[src/rtl/core/erld_pkg.sv]
// Shared types and constants for the escape run-length decoder.
// No dependencies; every other file of the block but erld_stream_if refers to this package.
package erld_pkg;

  localparam int unsigned DICT_ENTRIES   = 16;
  localparam int unsigned DICT_ENTRY_W   = 8;
  localparam int unsigned DICT_W         = DICT_ENTRIES * DICT_ENTRY_W;
  localparam int unsigned CFG_DATA_W     = 64;
  localparam int unsigned CFG_INDEX_W    = 2;
  localparam int unsigned COUNT_W        = 32;
  localparam int unsigned REPS_W         = 4;
  localparam int unsigned QUEUE_DEPTH    = 2;

  localparam logic [7:0] ESC_BYTE         = 8'h07;
  localparam logic [7:0] ESC_LITERAL_CODE = 8'h00;
  localparam logic [COUNT_W-1:0] LIMIT_RESET = '1;

  typedef enum logic [CFG_INDEX_W-1:0] {
    REG_DICT_LOW     = 2'd0,
    REG_DICT_HIGH    = 2'd1,
    REG_OUTPUT_LIMIT = 2'd2
  } cfg_reg_t;

  typedef struct packed {
    logic [7:0] in_byte;
    logic       in_last;
  } in_item_t;

  typedef struct packed {
    logic [7:0]         out_byte;
    logic               group_last;
    logic [COUNT_W-1:0] written_count;
  } out_item_t;

  // One classified input byte: emit value reps times, then end the stream if last.
  typedef struct packed {
    logic [7:0]        value;
    logic [REPS_W-1:0] reps;
    logic              last;
  } cmd_t;

endpackage

[src/rtl/core/erld_stream_if.sv]
// Valid/ready stream channel carrying one payload item per handshake.
// Depends on nothing; the payload type is given as a parameter at instantiation.
interface erld_stream_if #(parameter type payload_t = logic);
  logic     valid;
  logic     ready;
  payload_t data;

  modport source (output valid, output data, input ready);
  modport sink   (input valid, input data, output ready);
endinterface

[src/rtl/core/erld_back.sv]
// Run engine: plays out the command at the queue head one byte per cycle while the output
// register is free, applies the output limit and drives the output register. Uses erld_pkg.
module erld_back (
  input  logic                          clk,
  input  logic                          rst,
  input  logic                          head_valid,
  input  erld_pkg::cmd_t                head,
  input  logic [erld_pkg::COUNT_W-1:0]  output_limit,
  output logic                          pop,
  erld_stream_if.source                 decoded
);

  localparam int unsigned CW = erld_pkg::COUNT_W;
  localparam int unsigned RW = erld_pkg::REPS_W;

  logic [CW-1:0]        output_count;
  logic [CW-1:0]        output_count_next;
  logic                 limit_reached;
  logic                 limit_reached_next;
  logic [RW-1:0]        rep_done;
  logic [RW-1:0]        rep_done_next;
  logic [RW-1:0]        rep_inc;
  logic [CW-1:0]        count_inc;
  logic                 out_free;
  logic                 step;
  logic                 emit;
  logic                 glast;
  logic                 out_valid;
  erld_pkg::out_item_t  out_data;

  assign out_free  = !out_valid || decoded.ready;
  assign step      = head_valid && out_free;
  assign count_inc = CW'(output_count + 1'b1);
  assign rep_inc   = RW'(rep_done + 1'b1);

  always_comb begin
    pop                = 1'b0;
    emit               = 1'b0;
    glast              = 1'b0;
    output_count_next  = output_count;
    limit_reached_next = limit_reached;
    rep_done_next      = rep_done;
    if (step) begin
      priority if (head.reps == '0) begin
        pop = 1'b1;
      end else if (limit_reached || output_count >= output_limit) begin
        // refused write: drop the rest of the stream's output
        limit_reached_next = 1'b1;
        pop                = 1'b1;
      end else begin
        emit              = 1'b1;
        output_count_next = count_inc;
        if (rep_inc == head.reps) begin
          glast = 1'b1;
          pop   = 1'b1;
        end else if (count_inc >= output_limit) begin
          // next repeat would be refused: close the group now
          glast              = 1'b1;
          limit_reached_next = 1'b1;
          pop                = 1'b1;
        end else begin
          rep_done_next = rep_inc;
        end
      end
      if (pop) begin
        rep_done_next = '0;
        if (head.last) begin
          output_count_next  = '0;
          limit_reached_next = 1'b0;
        end
      end
    end
  end

  always_ff @(posedge clk) begin
    if (rst) begin
      output_count  <= '0;
      limit_reached <= 1'b0;
      rep_done      <= '0;
      out_valid     <= 1'b0;
    end else begin
      output_count  <= output_count_next;
      limit_reached <= limit_reached_next;
      rep_done      <= rep_done_next;
      if (emit) begin
        out_valid <= 1'b1;
      end else if (decoded.ready) begin
        out_valid <= 1'b0;
      end
    end
  end

  always_ff @(posedge clk) begin
    if (emit) begin
      out_data.out_byte      <= head.value;
      out_data.group_last    <= glast;
      out_data.written_count <= count_inc;
    end
  end

  assign decoded.valid = out_valid;
  assign decoded.data  = out_data;

endmodule

[src/flat_wrapper.sv]
// flat-port wrapper written by rule: the top's interface ports become plain ports
module erld_back_flat 
  (clk, rst, head_valid, head, output_limit, pop, decoded_valid, decoded_data, decoded_ready);
  erld_stream_if decoded_i ();
  input  logic clk;
  input  logic rst;
  input  logic head_valid;
  input  erld_pkg::cmd_t head;
  input  logic [erld_pkg::COUNT_W-1:0] output_limit;
  output logic pop;
  output wire logic [$bits(decoded_i.valid)-1:0] decoded_valid;
  output wire logic [$bits(decoded_i.data)-1:0] decoded_data;
  input wire logic [$bits(decoded_i.ready)-1:0] decoded_ready;
  assign decoded_valid = decoded_i.valid;
  assign decoded_data = decoded_i.data;
  assign decoded_i.ready = decoded_ready;
  erld_back u_core (.clk(clk), .rst(rst), .head_valid(head_valid), .head(head), .output_limit(output_limit), .pop(pop), .decoded(decoded_i));
endmodule
[config.mk]
export PLATFORM = sky130hd
export DESIGN_NAME = erld_back_flat
export DESIGN_NICKNAME = d
export VERILOG_FILES = /design/src/rtl/core/erld_pkg.sv /design/src/rtl/core/erld_stream_if.sv /design/src/rtl/core/erld_back.sv /design/src/flat_wrapper.sv
export SDC_FILE = /design/constraint.sdc
export NUM_CORES = 1
export LEC_CHECK = 0
export BUFFER_PORTS_ARGS = -buffer_cell sky130_fd_sc_hd__buf_2
export CAP_MARGIN = 20
export CORE_ASPECT_RATIO = 0.75
export CORE_MARGIN = 2
export CORE_UTILIZATION = 35
export DETAILED_ROUTE_END_ITERATION = 8
export MAX_ROUTING_LAYER = met4
export PLACE_DENSITY = 0.59
export SLEW_MARGIN = 10
export SYNTH_ARGS = -nofsm -noshare
export SYNTH_HDL_FRONTEND = slang
export SYNTH_SLANG_ARGS = --single-unit
[constraint.sdc]
create_clock -name clk -period 5 [get_ports clk]
set_input_delay 0.5 -clock clk [delete_from_list [all_inputs] [get_ports clk]]
set_output_delay 0.5 -clock clk [all_outputs]
set_load 0.01 [all_outputs]
**After elaboration in Yosys (flattened, before gate mapping)**

Cells that the tools add are included.

- Register bits after elaboration: 39
- Input bits: 49
- Output and inout port bits: 3

- $add $sub $neg: 2
- Magnitude comparators: 2
- Equal/unequal tests: 5
- Mux-type cells: 26
- Reduce and logical (&&, ||, !) cells: 7

Operators by type and width:

| cell | number |
|---|---|
| 2-to-1 mux 32 bit | 4 |
| >= comparator 32 bit | 2 |
| adder 32 x 1 -> 32 bit (second input constant) | 1 |
| 2-to-1 mux 4 bit | 5 |
| 2-to-1 mux 1 bit | 17 |
| != test 2 bit (second input constant) | 4 |
| AND reduction 5 bit | 1 |
| adder 4 x 1 -> 4 bit (second input constant) | 1 |
| == test 4 bit | 1 |
| logical NOT 4 bit | 1 |
| logical OR 1 bit | 2 |
| nonzero test 2 bit | 1 |
| logical AND 1 bit | 1 |
| logical NOT 1 bit | 1 |

**Longest topological paths before layout**

- Depth after elaboration: 9
- Gate-level depth with buffers: 17

**Worst setup path before layout**

Ideal clock, no wire load.

- Kind: register to output
- Start point: register u_core.output_count[0]
- End point: output port pop
- Arrival time: 3.092 ns
- Required time: 4.500 ns
- Path slack: 1.408 ns
- Stages on the path, launching flop included: 15
- Buffers on the path: 1
- Cells stage by stage: dfxtp_1 -> ha_1 -> nand3_2 -> nor2_2 -> and4_1 -> buf_6 -> nand3_1 -> nor2_1 -> xor2_1 -> ha_1 -> and4_1 -> a221oi_1 -> o311ai_0 -> nor3_2 -> a31oi_1

- Word-level cells in the longest chain between the ends: 8
- Elaborated cells between the ends (all ways): 10
- Classes of those cells: add/sub: 1; order compare: 2; mux: 6; reduce/logical: 1

Ends and longest elaborated chain:

| item | line | RTL |
|---|---|---|
| start: declaration | erld_back.sv:16 | `logic [CW-1:0] output_count;` |
| start signal: assignment | erld_back.sv:82 | `output_count <= output_count_next;` |
| adder 32 x 1 -> 32 bit | erld_back.sv:33 | `assign count_inc = CW'(output_count + 1'b1);` |
| >= comparator 32 bit | erld_back.sv:56 | `end else if (count_inc >= output_limit) begin` |
| 2-to-1 mux 1 bit (2 in series) | -- |  |
| 2-to-1 mux 1 bit * | erld_back.sv:46 | `end else if (limit_reached \|\| output_count >= output_limit) begin` |
| 2-to-1 mux 1 bit * | erld_back.sv:44 | `priority if (head.reps == '0) begin` |
| 2-to-1 mux 1 bit * (2 in series) | erld_back.sv:43 | `if (step) begin` |
| end: declaration | flat_wrapper.sv:10 | `output logic pop;` |

Every way passes the cells marked *; elsewhere a longest branch is shown, timed or not. The select of a mux whose other input is x is not followed.

**Final worst setup path**

Same ends and word-level chain as after synthesis.

==> metrics.csv <==
metric,value,unit
P_leak,1.99,nW
port bufs,43,
critical path required time,4.50,ns
initial core utilization,0.359,
r2r setup slk,0.88,ns
"Avg Cell Area, Syn",8.12,um2
number of global-route vias before repair,3415,
Avg WL per Cell,14.6,um
library cells used by synthesis,55,
Slew @ Worst Pin,0.755,ns
r2r worst-path depth,15,
sequential element share of the synthesized area,0.202,
initial antenna violation count,0,
Fin. Hold Viols,0,
final setup fails,0,
fin crit share,0.910,
worst r2r src,u_core.output_count[0]$_SDFFE_PP0P_,
Worst-path clk slew,0.06,ns
Synth warnings,0,
post-synth top area share,0.210,
fraction of layout cells with a size suffix above 1,0.144,
Post-synth EDFFs,1,
first-pass GRT wire length,16.4,mm
vias per inst,5.49,
GRT Util Overall,0.169,
Worst Path Max Fanout,6,
max_slew headroom,0.491,
RSZ-0062 raised after global routing,no,
Fin Clk Skew,0.00603,ns
Layout area overhead,12.8,%
register bit total from synthesis,39,
GPL Wtd Cong,0.889,
ys flop type,dfxtp_1,
TNS Setup,0,ns
Setup CP Type,reg2out,
Setup crit start kind,flop,
CTS H-tree depth,2,
num rows,33,
root buffer cell,clkbuf_16,
PwrDens,184,nW/um2
largest area contributor in the netlist,ha_1,
antenna cells,0,
Layout Nets,636,
Num CTS Buffers,5,
Via Count,3634,
min-delay src,u_core.rep_done[3]$_SDFFE_PP0P_,
status,"finished, final reports clean",
Die X,126,um
most common cell in the synthesized netlist,ha_1,
"Setup Fix Bufs, Post-CTS",0,
fin crit period,4.55,ns
synthesized net count,598,
ranking of synthesized cells by area,"ha_1, dfxtp_1, a21oi_1",
worst hold path type,reg2reg,
Worst EP arrival,4.05,ns
Hold Path Depth,2,
pin count of the biggest net entering global routing,47,
Ports,52,
Detail Placement HPWL,7.53,mm
Detailed Route WL,9.67,mm
Max Cap Viol,0,
drt first pass iters,4,
Die Area,12100,um2
Max Clk Rate,0.220,GHz
Mapped Cells,483,
reg2reg end,u_core.output_count[22]$_SDFFE_PP0P_,
Residual DRC,0,
Clock Latency Late Sink,0.28,ns
initial DRC count,236,
CTS tree,built,
Async SR Flop Fraction,0,
"top cells by count, synth","ha_1, a21oi_1, inv_1, nand2_1, dfxtp_1",
end-of-flow core utilization,0.404,
total core area,10900,um2
remaining antenna violation count after routing,0,
Setup crit end kind,output pin,
die height,95.7,um
CTS max path bufs,2,
maximum VDD drop,0.182,mV
hold worst-path end,u_core.rep_done[3]$_SDFFE_PP0P_,
clock net sink count,39,
grt ovf,0,
Max Slew Vio Count,0,
synthesized cell area,3920,um2
cells in the final DEF, fill, tap and decap left out, types with 3 or more instances in the layout:
cell type,netlist,routed
dfxtp_1,38,38
buf_2,2,43
a21oi_1,56,56
nor2b_1,3,3
and2_1,5,5
o211ai_1,6,6
nand2_1,42,42
clkbuf_16,0,5
nor2_1,19,19
buf_4,0,6
xnor2_1,25,25
nand4_1,18,18
o31ai_1,23,23
and4_1,4,3
ha_1,66,66
inv_1,45,45
or4_1,21,21
nand3_1,14,14
a32o_1,6,6
nor4_1,3,3
o21ai_0,13,13
and3_1,5,5
xor2_1,11,11
worst max-delay path by stage:
stage | cells past startpoint | slack, ns | start | endpoint
global placement | 14 | 0.69 | u_core.output_count[0]$_SDFFE_PP0P_ | pop
detailed placement | 14 | 0.64 | u_core.output_count[0]$_SDFFE_PP0P_ | pop
CTS | 14 | 0.31 | u_core.output_count[0]$_SDFFE_PP0P_ | pop
floorplan | 14 | 1.41 | u_core.output_count[0]$_SDFFE_PP0P_ | pop
global route | 14 | 0.04 | u_core.output_count[0]$_SDFFE_PP0P_ | pop
finish | 14 | 0.45 | u_core.output_count[0]$_SDFFE_PP0P_ | pop
metrics by stage:
step	setup slack, ns	hold slack (ns)	cells	cell area (um2)	power [mW]
5_1_grt	0.0379	0.507	662	4420	0.861
4_1_cts	0.306	0.492	662	4420	0.824
6_report	0.452	0.493	662	4420	0.816
2_1_floorplan	1.41	0.449	483	3920	0.435
3_3_place_gp	0.687	0.464	654	4270	0.479
3_5_place_dp	0.644	0.481	654	4270	0.485
sequential cells by signal, indices dropped and copies added (netlist names):
| register | flops |
|---|---|
| u_core.output_count | 32 |
| u_core.decoded.data | 1 |
| u_core.decoded.valid | 1 |
| u_core.limit_reached | 1 |
| u_core.rep_done | 4 |
per-layer routing:
metal / vias to the layer above / GRT usage / wire, um
li1: 1884 / - / -
met1: 1676 / 0.240 / 5120
met2: 70 / 0.260 / 4090
met3: 4 / 0.0278 / 413
met4: 0 / 0.0247 / 52
met5: - / - / 0
layout make-up:
cell class                      count  area [um2]
Tap cell                          140         175
Sequential cell                    39         791
Fill cell                        1113        6520
Multi-Input combinational cell    381        2870
Clock buffer                        8         156
Inverter                           45         169
Timing Repair Buffer               49         260
critical path, stage by stage, from the launching register on:
cell      delay, ns
dfxtp_1        0.38
ha_1           0.24
nand3_2        0.14
nor2_2         0.26
and4_2         0.38
nand3_1        0.19
nor2_1         0.17
xor2_1         0.23
ha_1           0.27
and4_1         0.20
a221oi_1       0.36
o311ai_0       0.29
nor3_2         0.34
a31oi_1        0.15
buf_2          0.17
cell families after synthesis:
logic type                 after synthesis  share of synthesized area
and+or+nand+nor                        154                      0.235
AOI/OAI and AO/OA                      125                      0.206
adders and majority gates               66                      0.210
buffers and inverters                   63                     0.0666
DFF                                     39                      0.202
xor gates and xnor gates                36                     0.0804
timing repair:
item                       in CTS  in global routing
gates resized for setup         0                  1
setup endpoints to repair       0                  1
hold buffers                    0                  0
report_power, final:
group | switching, mW | total [mW] | leakage, nW | internal [mW]
Combinational | 0.0937 | 0.152 | 1.60 | 0.0579
Sequential | 0.00691 | 0.327 | 0.316 | 0.320
Clock | 0.125 | 0.337 | 0.0772 | 0.212
(Power assumes the default switching activity.)
