File: config.mk
export PLATFORM = sky130hd
export DESIGN_NAME = erld_queue
export DESIGN_NICKNAME = d
export VERILOG_FILES = /design/src/rtl/core/erld_pkg.sv /design/src/rtl/core/erld_queue.sv
export SDC_FILE = /design/constraint.sdc
export NUM_CORES = 1
export LEC_CHECK = 0
export ABC_CLOCK_PERIOD_IN_PS = 1700
export BUFFER_PORTS_ARGS = -buffer_cell sky130_fd_sc_hd__buf_2
export CAP_MARGIN = 15
export CORE_AREA = 3 3 73 75
export CTS_BUF_LIST = sky130_fd_sc_hd__clkbuf_2 sky130_fd_sc_hd__clkbuf_4 sky130_fd_sc_hd__clkbuf_8
export CTS_CLUSTER_SIZE = 20
export DETAILED_ROUTE_END_ITERATION = 8
export DIE_AREA = 0 0 76 78
export GPL_TIMING_DRIVEN = 0
export HOLD_SLACK_MARGIN = 0.08
export PLACE_DENSITY_LB_ADDON = 0.15
export SYNTH_ARGS = -nofsm -noshare
export SYNTH_HDL_FRONTEND = slang
export SYNTH_SLANG_ARGS = --single-unit
File: constraint.sdc
create_clock -name clk -period 1.7 [get_ports clk]
set_input_delay 0.085 -clock clk [delete_from_list [all_inputs] [get_ports clk]]
set_output_delay 0.085 -clock clk [all_outputs]
set_load 0.01 [all_outputs]
File: src/rtl/core/erld_pkg.sv
// Shared types and constants for the escape run-length decoder.
// No dependencies; every other file of the block but erld_stream_if refers to this package.
package erld_pkg;

  localparam int unsigned DICT_ENTRIES   = 16;
  localparam int unsigned DICT_ENTRY_W   = 8;
  localparam int unsigned DICT_W         = DICT_ENTRIES * DICT_ENTRY_W;
  localparam int unsigned CFG_DATA_W     = 64;
  localparam int unsigned CFG_INDEX_W    = 2;
  localparam int unsigned COUNT_W        = 32;
  localparam int unsigned REPS_W         = 4;
  localparam int unsigned QUEUE_DEPTH    = 2;

  localparam logic [7:0] ESC_BYTE         = 8'h07;
  localparam logic [7:0] ESC_LITERAL_CODE = 8'h00;
  localparam logic [COUNT_W-1:0] LIMIT_RESET = '1;

  typedef enum logic [CFG_INDEX_W-1:0] {
    REG_DICT_LOW     = 2'd0,
    REG_DICT_HIGH    = 2'd1,
    REG_OUTPUT_LIMIT = 2'd2
  } cfg_reg_t;

  typedef struct packed {
    logic [7:0] in_byte;
    logic       in_last;
  } in_item_t;

  typedef struct packed {
    logic [7:0]         out_byte;
    logic               group_last;
    logic [COUNT_W-1:0] written_count;
  } out_item_t;

  // One classified input byte: emit value reps times, then end the stream if last.
  typedef struct packed {
    logic [7:0]        value;
    logic [REPS_W-1:0] reps;
    logic              last;
  } cmd_t;

endpackage

File: src/rtl/core/erld_queue.sv
// Small command FIFO between the front end and the run engine.
// Register based; uses erld_pkg for the command type.
module erld_queue #(
  parameter int unsigned DEPTH = erld_pkg::QUEUE_DEPTH
) (
  input  logic           clk,
  input  logic           rst,
  input  logic           push,
  input  erld_pkg::cmd_t push_cmd,
  input  logic           pop,
  output logic           full,
  output logic           head_valid,
  output erld_pkg::cmd_t head
);

  localparam int unsigned PTR_W = (DEPTH > 1) ? $clog2(DEPTH) : 1;
  localparam int unsigned CNT_W = $clog2(DEPTH + 1);

  erld_pkg::cmd_t       slots [DEPTH];
  logic [PTR_W-1:0]     wr_ptr;
  logic [PTR_W-1:0]     rd_ptr;
  logic [CNT_W-1:0]     fill;
  logic                 do_push;
  logic                 do_pop;

  assign full       = (fill == CNT_W'(DEPTH));
  assign head_valid = (fill != '0);
  assign head       = slots[rd_ptr];
  assign do_push    = push && !full;
  assign do_pop     = pop && head_valid;

  always_ff @(posedge clk) begin
    if (do_push) begin
      slots[wr_ptr] <= push_cmd;
    end
  end

  always_ff @(posedge clk) begin
    if (rst) begin
      wr_ptr <= '0;
      rd_ptr <= '0;
      fill   <= '0;
    end else begin
      if (do_push) begin
        wr_ptr <= (wr_ptr == PTR_W'(DEPTH - 1)) ? '0 : PTR_W'(wr_ptr + 1'b1);
      end
      if (do_pop) begin
        rd_ptr <= (rd_ptr == PTR_W'(DEPTH - 1)) ? '0 : PTR_W'(rd_ptr + 1'b1);
      end
      unique case ({do_push, do_pop})
        2'b10:   fill <= CNT_W'(fill + 1'b1);
        2'b01:   fill <= CNT_W'(fill - 1'b1);
        default: fill <= fill;
      endcase
    end
  end

endmodule

# Word level (Yosys, flattened, before mapping)
# Memories as Yosys holds them, arrays and structs flattened. A register that Yosys moved wholly into a read port is not among the register bits.
# Cells that the tools add are included.
# word_totals
regBits	4
ramBits	26
inputBits	17
out_inout_bits	15
wordCells	23
n_memories	1
# memory_table
name	depth	word_bits	rd	rd_clocked_by_memory_dff	write_ports	line	rtl
slots	2	13	1	1	1	erld_queue.sv:19	erld_pkg::cmd_t slots [DEPTH];
# op_classes
n_addsub	4
n_eq_ne	3
n_mux	7
reduce_logical	5
# ops
operator	count
1-bit two-way mux	6
2-bit equality test (second input constant)	2
2-bit case mux with 2 select lines	1
2-bit nonzero test	2
1-bit adder (second input constant)	2
2-bit by 1-bit adder with 2-bit output (second input constant)	1
2-bit by 1-bit equality test with 1-bit output (second input constant)	1
1-bit logical AND	2
2-bit by 1-bit subtractor with 2-bit output (second input constant)	1
1-bit logical NOT	1

# Depth between registers and ports, before layout
# Gate-level depths: netlist (run 1).
# depth
depth_word	5
depth_mapped	6
mapped_depth_nobuf	6

# Worst setup path before layout (run 1)
# No wires, ideal clock.
# synth_timing
kind	register to register
from	register fill[0]
to	memory slots[0][0] (netlist bit) (enable)
setup_ns	0.349
arrival_ns	1.185
t_required_ns	1.351
slack_ns	0.166
path_stages_with_launch	5
n_path_buf	0
synth_period_minus_slack_ns	1.534
path_cell_list	dfxtp_1 nand2b_2 inv_2 or3_1 inv_1
# synth_between
elab_chain_len	5
# synth_rtl
element	line	rtl
from (decl)	erld_queue.sv:22	logic [CNT_W-1:0] fill;
from (signal assigned)	erld_queue.sv:51	2'b10: fill <= CNT_W'(fill + 1'b1);
from (signal assigned)	erld_queue.sv:52	2'b01: fill <= CNT_W'(fill - 1'b1);
from (signal assigned)	erld_queue.sv:53	default: fill <= fill;
2-bit equality test	erld_queue.sv:26	assign full = (fill == CNT_W'(DEPTH));
via full	erld_queue.sv:11	output logic full,
1-bit logical NOT	erld_queue.sv:29	assign do_push = push && !full;
1-bit logical AND	erld_queue.sv:29	
1-bit two-way mux	erld_queue.sv:33	if (do_push) begin
1-bit two-way mux (implied by the code)	erld_queue.sv:34	slots[wr_ptr] <= push_cmd;
to (decl)	erld_queue.sv:19	
# The timed path passes the listed nets, and every way through them passes these cells.

# Final worst setup path (run 1)
# layout_timing
from	register fill[0]
to	memory slots[0][4] (netlist bit) (enable)
# layout_between
elab_chain_len	5
# layout_rtl
element	line
2-bit equality test	erld_queue.sv:26
1-bit logical NOT	erld_queue.sv:29
1-bit logical AND	erld_queue.sv:29
1-bit two-way mux	erld_queue.sv:33
1-bit two-way mux (implied by the code)	erld_queue.sv:34
# No other way between the ends.

==> run metrics, run 1 <==
Final ANT Viol Nets 0; Synth Area in XOR/XNOR 2.27%; final clock period utilization by the worst path 92.3%; area post-placement 1400 um^2; crit path max-delay cell type dfxtp_1; most frequent cells in the layout buf_2, edfxtp_1, dlygate4sd3_1, mux2_2, clkbuf_8; syn_area_per_cell 17.6 um^2; # setup viols final 0; Final #Nets 136; Comb pwr share 29.1%; Pwr Total 2.29 mW; VDD IR-drop max 480 uV; ratio of cells with drive above 1 in the final layout 47.9%; Detailed Place HPWL 1400 um; max incr delay on CP 0.40 ns; Inst Count DP 164; clock power share 25.7%; Post-Place Setup Slack -0.0871 ns; Remaining DRCs 0; IO Port Bufs 31; Final Core Density 34.6%; cells after synthesis 66; number of I/O pins 32; Int Power 1.65 mW; Worst Path Required 1.65 ns; WL per Instance 11.1 um; die area 5930 um^2; mux contribution to synthesized area 12.6%; n_diodes 0; worst skew pair latency 0.28 ns; run status complete, no violations; vias in the first global route 754; Leak Pwr 0.632 nW; Root Driver clkbuf_8; maxcap violations 0; Net Sw Frac 27.8%; largest family of logic cells by synthesized area multiplexers; wirelength, routed 2070 um; Worst-path clk slew 0.06 ns; fillers 465; Startpoint Class flip-flop; non-filler instance count after layout 186; htree depth 2; total CTS buffers 5; Final Worst Setup Slack 0.131 ns; pwr dens 1400 nW/um^2; gr ovfl total 0; 1st-pass router iterations 2; Area Growth Syn to Fin 41.3%; die height 78 um; RSZ-0062 raised after global routing false; Psw 636 uW; Slew HR 56.0%; GR Util All Layers 7.98%; crit path capture type flip-flop; HP Class in2reg; commonest non-fill, non-tap cell in the layout buf_2; type of the worst setup path reg2reg; library cells used by synthesis 18; largest net degree at the start of global routing 14; Synth Register Bits 31; clk sinks 31; CTS tree built; Routability Congestion 0.592; Reg power frac 45.3%; initial core utilization 24.5%; Mapped Area 1160 um^2; via count 702; via-per-instance ratio 3.77; WP data arrival 1.52 ns; post-layout min period 1.57 ns; first-pass GRT wire length 3500 um; # rows 25; Slew @ Worst Pin 0.660 ns; Syn. warnings 0; Die Wd 76 um; Multi-input gate area 262 um^2; sequential area share after synthesis 76.0%; CP bufs+invs 2; Post-Synth Adder-Cell Area 1.08%; clk buf depth 2; max-slew violation count 0; Final Cell Area 1640 um^2; drt initial violations 10; fmax 637 MHz; Setup TNS 0 ns; Syn Nets 84; clock skew 0.00558 ns; simple-gate share of the synthesized area 4.21%; sequential standard cell area 881 um^2; Compound-Gate Fraction of Synth Area 2.38%; initial antenna violation count 0; Min Hold Slack 0.214 ns; CP cell instances nand2b_2 > inv_2 > or3_1 > clkinvlp_4; CORE AREA 4720 um^2; post-CTS setup buffers 0; Final Hold Viols 0; CP delay by family, top simple AND/OR/NAND/NOR gates; worst-path maximum fanout 13
[power by group through the flow]
stage                     combinational (mW)  sequential (mW)  clock (mW)
after global placement                 0.643             1.05           0
after detailed placement               0.653             1.05           0
after floorplan                        0.434             1.03           0
after CTS                              0.685             1.04       0.613
final                                  0.664             1.03       0.587
after global routing                   0.739             1.05       0.649
[tightest hold or removal path, delay by kind of cell]
family | cells | cell delay, ns
compound gates | 2 | 0.20
buf+inv | 2 | 0.14
[cell families (layout without fill, tap and decap cells)]
logic type      Yosys count  in the layout
simple gates              9              9
xor+xnor                  3              3
flops                    31             31
buf+inv                   4             57
compound gates            5              5
fa+ha+maj                 1              1
mux                      13             13
[path summary, 6_finish.rpt]
check	start	endpoint	slack (ns)	cells after the start
max reg2reg	fill[0]	slots[0][4]	0.13	4
max	fill[0]	slots[0][4]	0.13	4
min reg2reg	wr_ptr	wr_ptr	0.49	2
min	push	wr_ptr	0.21	4
[synthesized netlist by cell type]
library cell	n	share of area (%)
or2_2	1	0.54
o21ai_0	2	0.86
o21a_1	1	0.65
edfxtp_1	26	67
dfxtp_1	5	8.6
ha_1	1	1.1
or3_1	2	1.1
a21oi_1	2	0.86
inv_2	1	0.32
xor2_1	1	0.76
buf_2	1	0.43
nand2_1	1	0.32
nor2_1	3	0.97
and3_1	1	0.54
inv_1	2	0.65
xnor2_1	2	1.5
nand2b_2	1	0.76
mux2_2	13	13
[layout make-up]
class | instances | area share [%]
Timing Repair Buffer | 45 | 18.0
Multi-Input combinational cell | 31 | 16.0
Inverter | 3 | 0.917
Tap cell | 67 | 5.12
Sequential cell | 31 | 53.8
Clock inverter | 1 | 0.306
Buffer | 1 | 0.306
Clock buffer | 7 | 5.50
[per-layer routing]
layer	vias up	share of wire, %	GRT usage (%)	wire length (um)
li1	347	-	-	-
met1	324	44	9.04	905
met2	25	46	12.1	952
met3	6	8.0	4.52	165
met4	0	2.0	3.80	42
met5	-	0	0	0
[state kept, by name (all words and copies together) (netlist names), named ones only]
register and count:
wr_ptr 1, rd_ptr 1, fill 2, slots 26
[timing repair]
item,4_1_cts,5_1_grt
hold buffers,14,0
setup endpoints to repair,13,0
resized for setup,1,0
hold endpoints to repair,31,0
Note: power is estimated with default switching activity, not from simulation.
==> inputs of run 2 (changes only) <==
--- a/config.mk
+++ b/config.mk
@@ -5,14 +5,15 @@
 export SDC_FILE = /design/constraint.sdc
 export NUM_CORES = 1
 export LEC_CHECK = 0
+export ABC_AREA = 1
 export ABC_CLOCK_PERIOD_IN_PS = 1700
 export BUFFER_PORTS_ARGS = -buffer_cell sky130_fd_sc_hd__buf_2
 export CAP_MARGIN = 15
-export CORE_AREA = 3 3 73 75
+export CORE_AREA = 3 3 75 77
 export CTS_BUF_LIST = sky130_fd_sc_hd__clkbuf_2 sky130_fd_sc_hd__clkbuf_4 sky130_fd_sc_hd__clkbuf_8
 export CTS_CLUSTER_SIZE = 20
 export DETAILED_ROUTE_END_ITERATION = 8
-export DIE_AREA = 0 0 76 78
+export DIE_AREA = 0 0 78 80
 export GPL_TIMING_DRIVEN = 0
 export HOLD_SLACK_MARGIN = 0.08
 export PLACE_DENSITY_LB_ADDON = 0.15
==> run 2 against run 1 <==
Against the previous run: power fell by 7.7%; largest cell class unchanged; setup slack improved by 0.045 ns; core utilization fell by 0.45 points; synthesized cell count rose by 21%.
==> run metrics, run 2 <==
cell taking the most area after synthesis edfxtp_1; Comb pwr share 26.1% (-3.0 points); run status complete, no violations; Synth Register Bits 31 (unchanged); top flop regs slots (26), fill (2); Mapped Area 1260 um^2 (+8.4%); post-layout min period 1.52 ns (-0.0453 ns); Area Growth Syn to Fin 38.1%; gr ovfl total 0 (unchanged); cells after synthesis 80 (+21%); Final Core Density 34.2% (-0.45 points); library cells used by synthesis 18 (unchanged); worst-path maximum fanout 4 (-9); Main synth FF type edfxtp_1; sequential area share after synthesis 70.1% (-5.9 points); Syn. warnings 0 (unchanged); Startpoint Class flip-flop; worst skew pair latency 0.27 ns (about the same); Slew @ Worst Pin 0.550 ns (-0.110 ns); first-pass GRT wire length 3770 um (+7.7%); Detailed Place HPWL 1680 um (+20%); maxcap violations 0 (unchanged); Inst Count DP 182 (+11%); ratio of cells with drive above 1 in the final layout 48.9% (+0.97 points); largest net degree at the start of global routing 14 (unchanged); most frequent cell after synthesis edfxtp_1; VDD IR-drop max 350 uV (-27%); clk sinks 31 (unchanged); final clock period utilization by the worst path 89.6% (-2.7 points); Worst Path Required 1.91 ns (+0.26 ns); initial antenna violation count 0 (unchanged); CTS tree built; fillers 521 (+12%); Remaining DRCs 0 (unchanged); most frequent cells in the layout buf_2, edfxtp_1, dlygate4sd3_1, mux2_4, nor2_1; crit path max-delay cell type dfxtp_1; clk buf depth 2 (unchanged); pwr dens 1210 nW/um^2 (-13%); Root Driver clkbuf_8; Final Cell Area 1740 um^2 (+6.0%); crit-path most repeated cell nor2_1; Die Wd 78 um (+2.6%); share of the synthesized area in the top cell type 62.2% (-5.2 points); clock skew 0.00329 ns (-0.00230 ns); Reg power frac 46.4% (+1.1 points); wirelength, routed 2350 um (+14%); drt initial violations 43 (+33); max incr delay on CP 0.40 ns (about the same); clock power share 27.5% (+1.8 points); asr flop ratio synth 0% (unchanged); number of I/O pins 32 (unchanged); WL per Instance 11.6 um (+4.4%); type of the worst setup path reg2reg; HP Class in2reg; GR Util All Layers 8.07% (+0.089 points); Leak Pwr 0.719 nW (+14%); Pwr Total 2.11 mW (-7.7%); initial core utilization 24.8% (+0.22 points); # setup viols final 0 (unchanged); IO Port Bufs 31 (unchanged); via count 767 (+9.3%); fmax 656 MHz (+3.0%); die height 80 um (+2.6%); n_diodes 0 (unchanged); Int Power 1.54 mW (-6.8%); via-per-instance ratio 3.78 (+0.11%); syn_area_per_cell 15.7 um^2 (-11%); synth top area cells edfxtp_1, mux2_4, dfxtp_1; Final Hold Viols 0 (unchanged); 1st-pass router iterations 4 (+2); max reg flops 26 (unchanged); Final ANT Viol Nets 0 (unchanged); Psw 572 uW (-10%); crit path capture type flip-flop; Routability Congestion 0.594 (+0.35%); Worst-path clk slew 0.06 ns (about the same); # rows 26 (+4.0%); Most flops, register slots; Net Sw Frac 27.1% (-0.72 points); post-CTS setup buffers 0 (unchanged); EDFF count, synth 26 (unchanged); commonest non-fill, non-tap cell in the layout buf_2; WP data arrival 1.73 ns (+0.21 ns); total CTS buffers 5 (unchanged); max-slew violation count 0 (unchanged); die area 6240 um^2 (+5.3%); Slew HR 63.3% (+7.3 points); htree depth 2 (unchanged); vias in the first global route 873 (+16%); area post-placement 1510 um^2 (+7.8%); Syn Nets 98 (+17%); non-filler instance count after layout 203 (+9.1%); Final #Nets 150 (+10%); CP cell instances nor2_2 > nor2_2 > inv_1 > ha_1 > inv_1 > nand2_1 > nor2_1 > nor2_1 > nor2_1; Synth top cells by count edfxtp_1, mux2_4, nor2_1; CORE AREA 5070 um^2 (+7.4%); RSZ-0062 raised after global routing false
-- run 2: cell count changes in the layout (fill, tap and decap cells not counted), moves of 3 or more --
cell,previous run,this run
mux2_2,13,3
mux2_4,0,10
inv_1,1,7
nor2_1,3,8
nand2_1,1,5
nor2_2,0,3
-- run 2: power by group through the flow --
stage / clock (mW) / sequential, mW / combinational (mW)
CTS: 0.607 / 0.979 / 0.561
detailed placement: 0 / 0.994 / 0.536
global placement: 0 / 0.989 / 0.513
floorplan: 0 / 0.983 / 0.369
global route: 0.636 / 0.987 / 0.606
finish: 0.579 / 0.979 / 0.550
-- run 2: path summary, 6_finish.rpt --
path / startpoint / endpoint / slack (ns) / cells past startpoint
worst max-delay path: fill[0] / fill[1] / 0.18 / 9
worst min-delay path: rst / wr_ptr / 0.11 / 4
worst max register to register: fill[0] / fill[1] / 0.18 / 9
worst min register to register: fill[1] / fill[1] / 0.52 / 2
-- run 2: routing by layer --
metal	wire length [um]	track usage [%]	up-vias
li1	-	-	381
met1	942	7.76	353
met2	1230	14.9	29
met3	151	3.39	4
met4	28	3.67	0
met5	0	0	-
-- run 2: cell type report --
cell class,count,area [um^2],share of cell area [%]
plain buffers,1,11.3,0.649
clock buffers,8,91.3,5.26
inverters,10,42.5,2.45
multi-input cells,38,329,19.0
flip-flops and latches,31,881,50.8
well taps,70,87.6,5.05
repair buffers,45,293,16.9
-- run 2: stage by stage --
stage	hold slack, ns	setup WS [ns]	setup TNS, ns
floorplan	0.184	0.0967	0
global placement	0.275	-0.336	-4.37
detailed placement	0.281	-0.185	-1.11
CTS	0.0988	0.0433	0
global route	0.140	0.0299	0
finish	0.108	0.176	0
-- run 2: cell families (layout without fill, tap and decap cells) --
logic type	Yosys count	count (layout)	share of synthesized area [%]
compound gates	3	3	1.49
fa+ha+maj	1	1	0.996
buf+inv	11	64	4.28
flops	31	31	70.1
mux	13	13	14.6
simple gates	21	21	8.47
-- run 2: worst max-delay path, delay by kind of cell, from the launching register on --
kind,cells,cell delay (ns)
and+or+nand+nor,6,0.54
DFF,1,0.40
buffers and inverters,2,0.21
adders and majority gates,1,0.31
-- run 2: what timing repair did --
item / CTS / global route
gates resized for setup: 1 / 1
hold buffers: 13 / 0
endpoints found under the setup margin: 6 / 6
endpoints found under the hold margin: 26 / 0
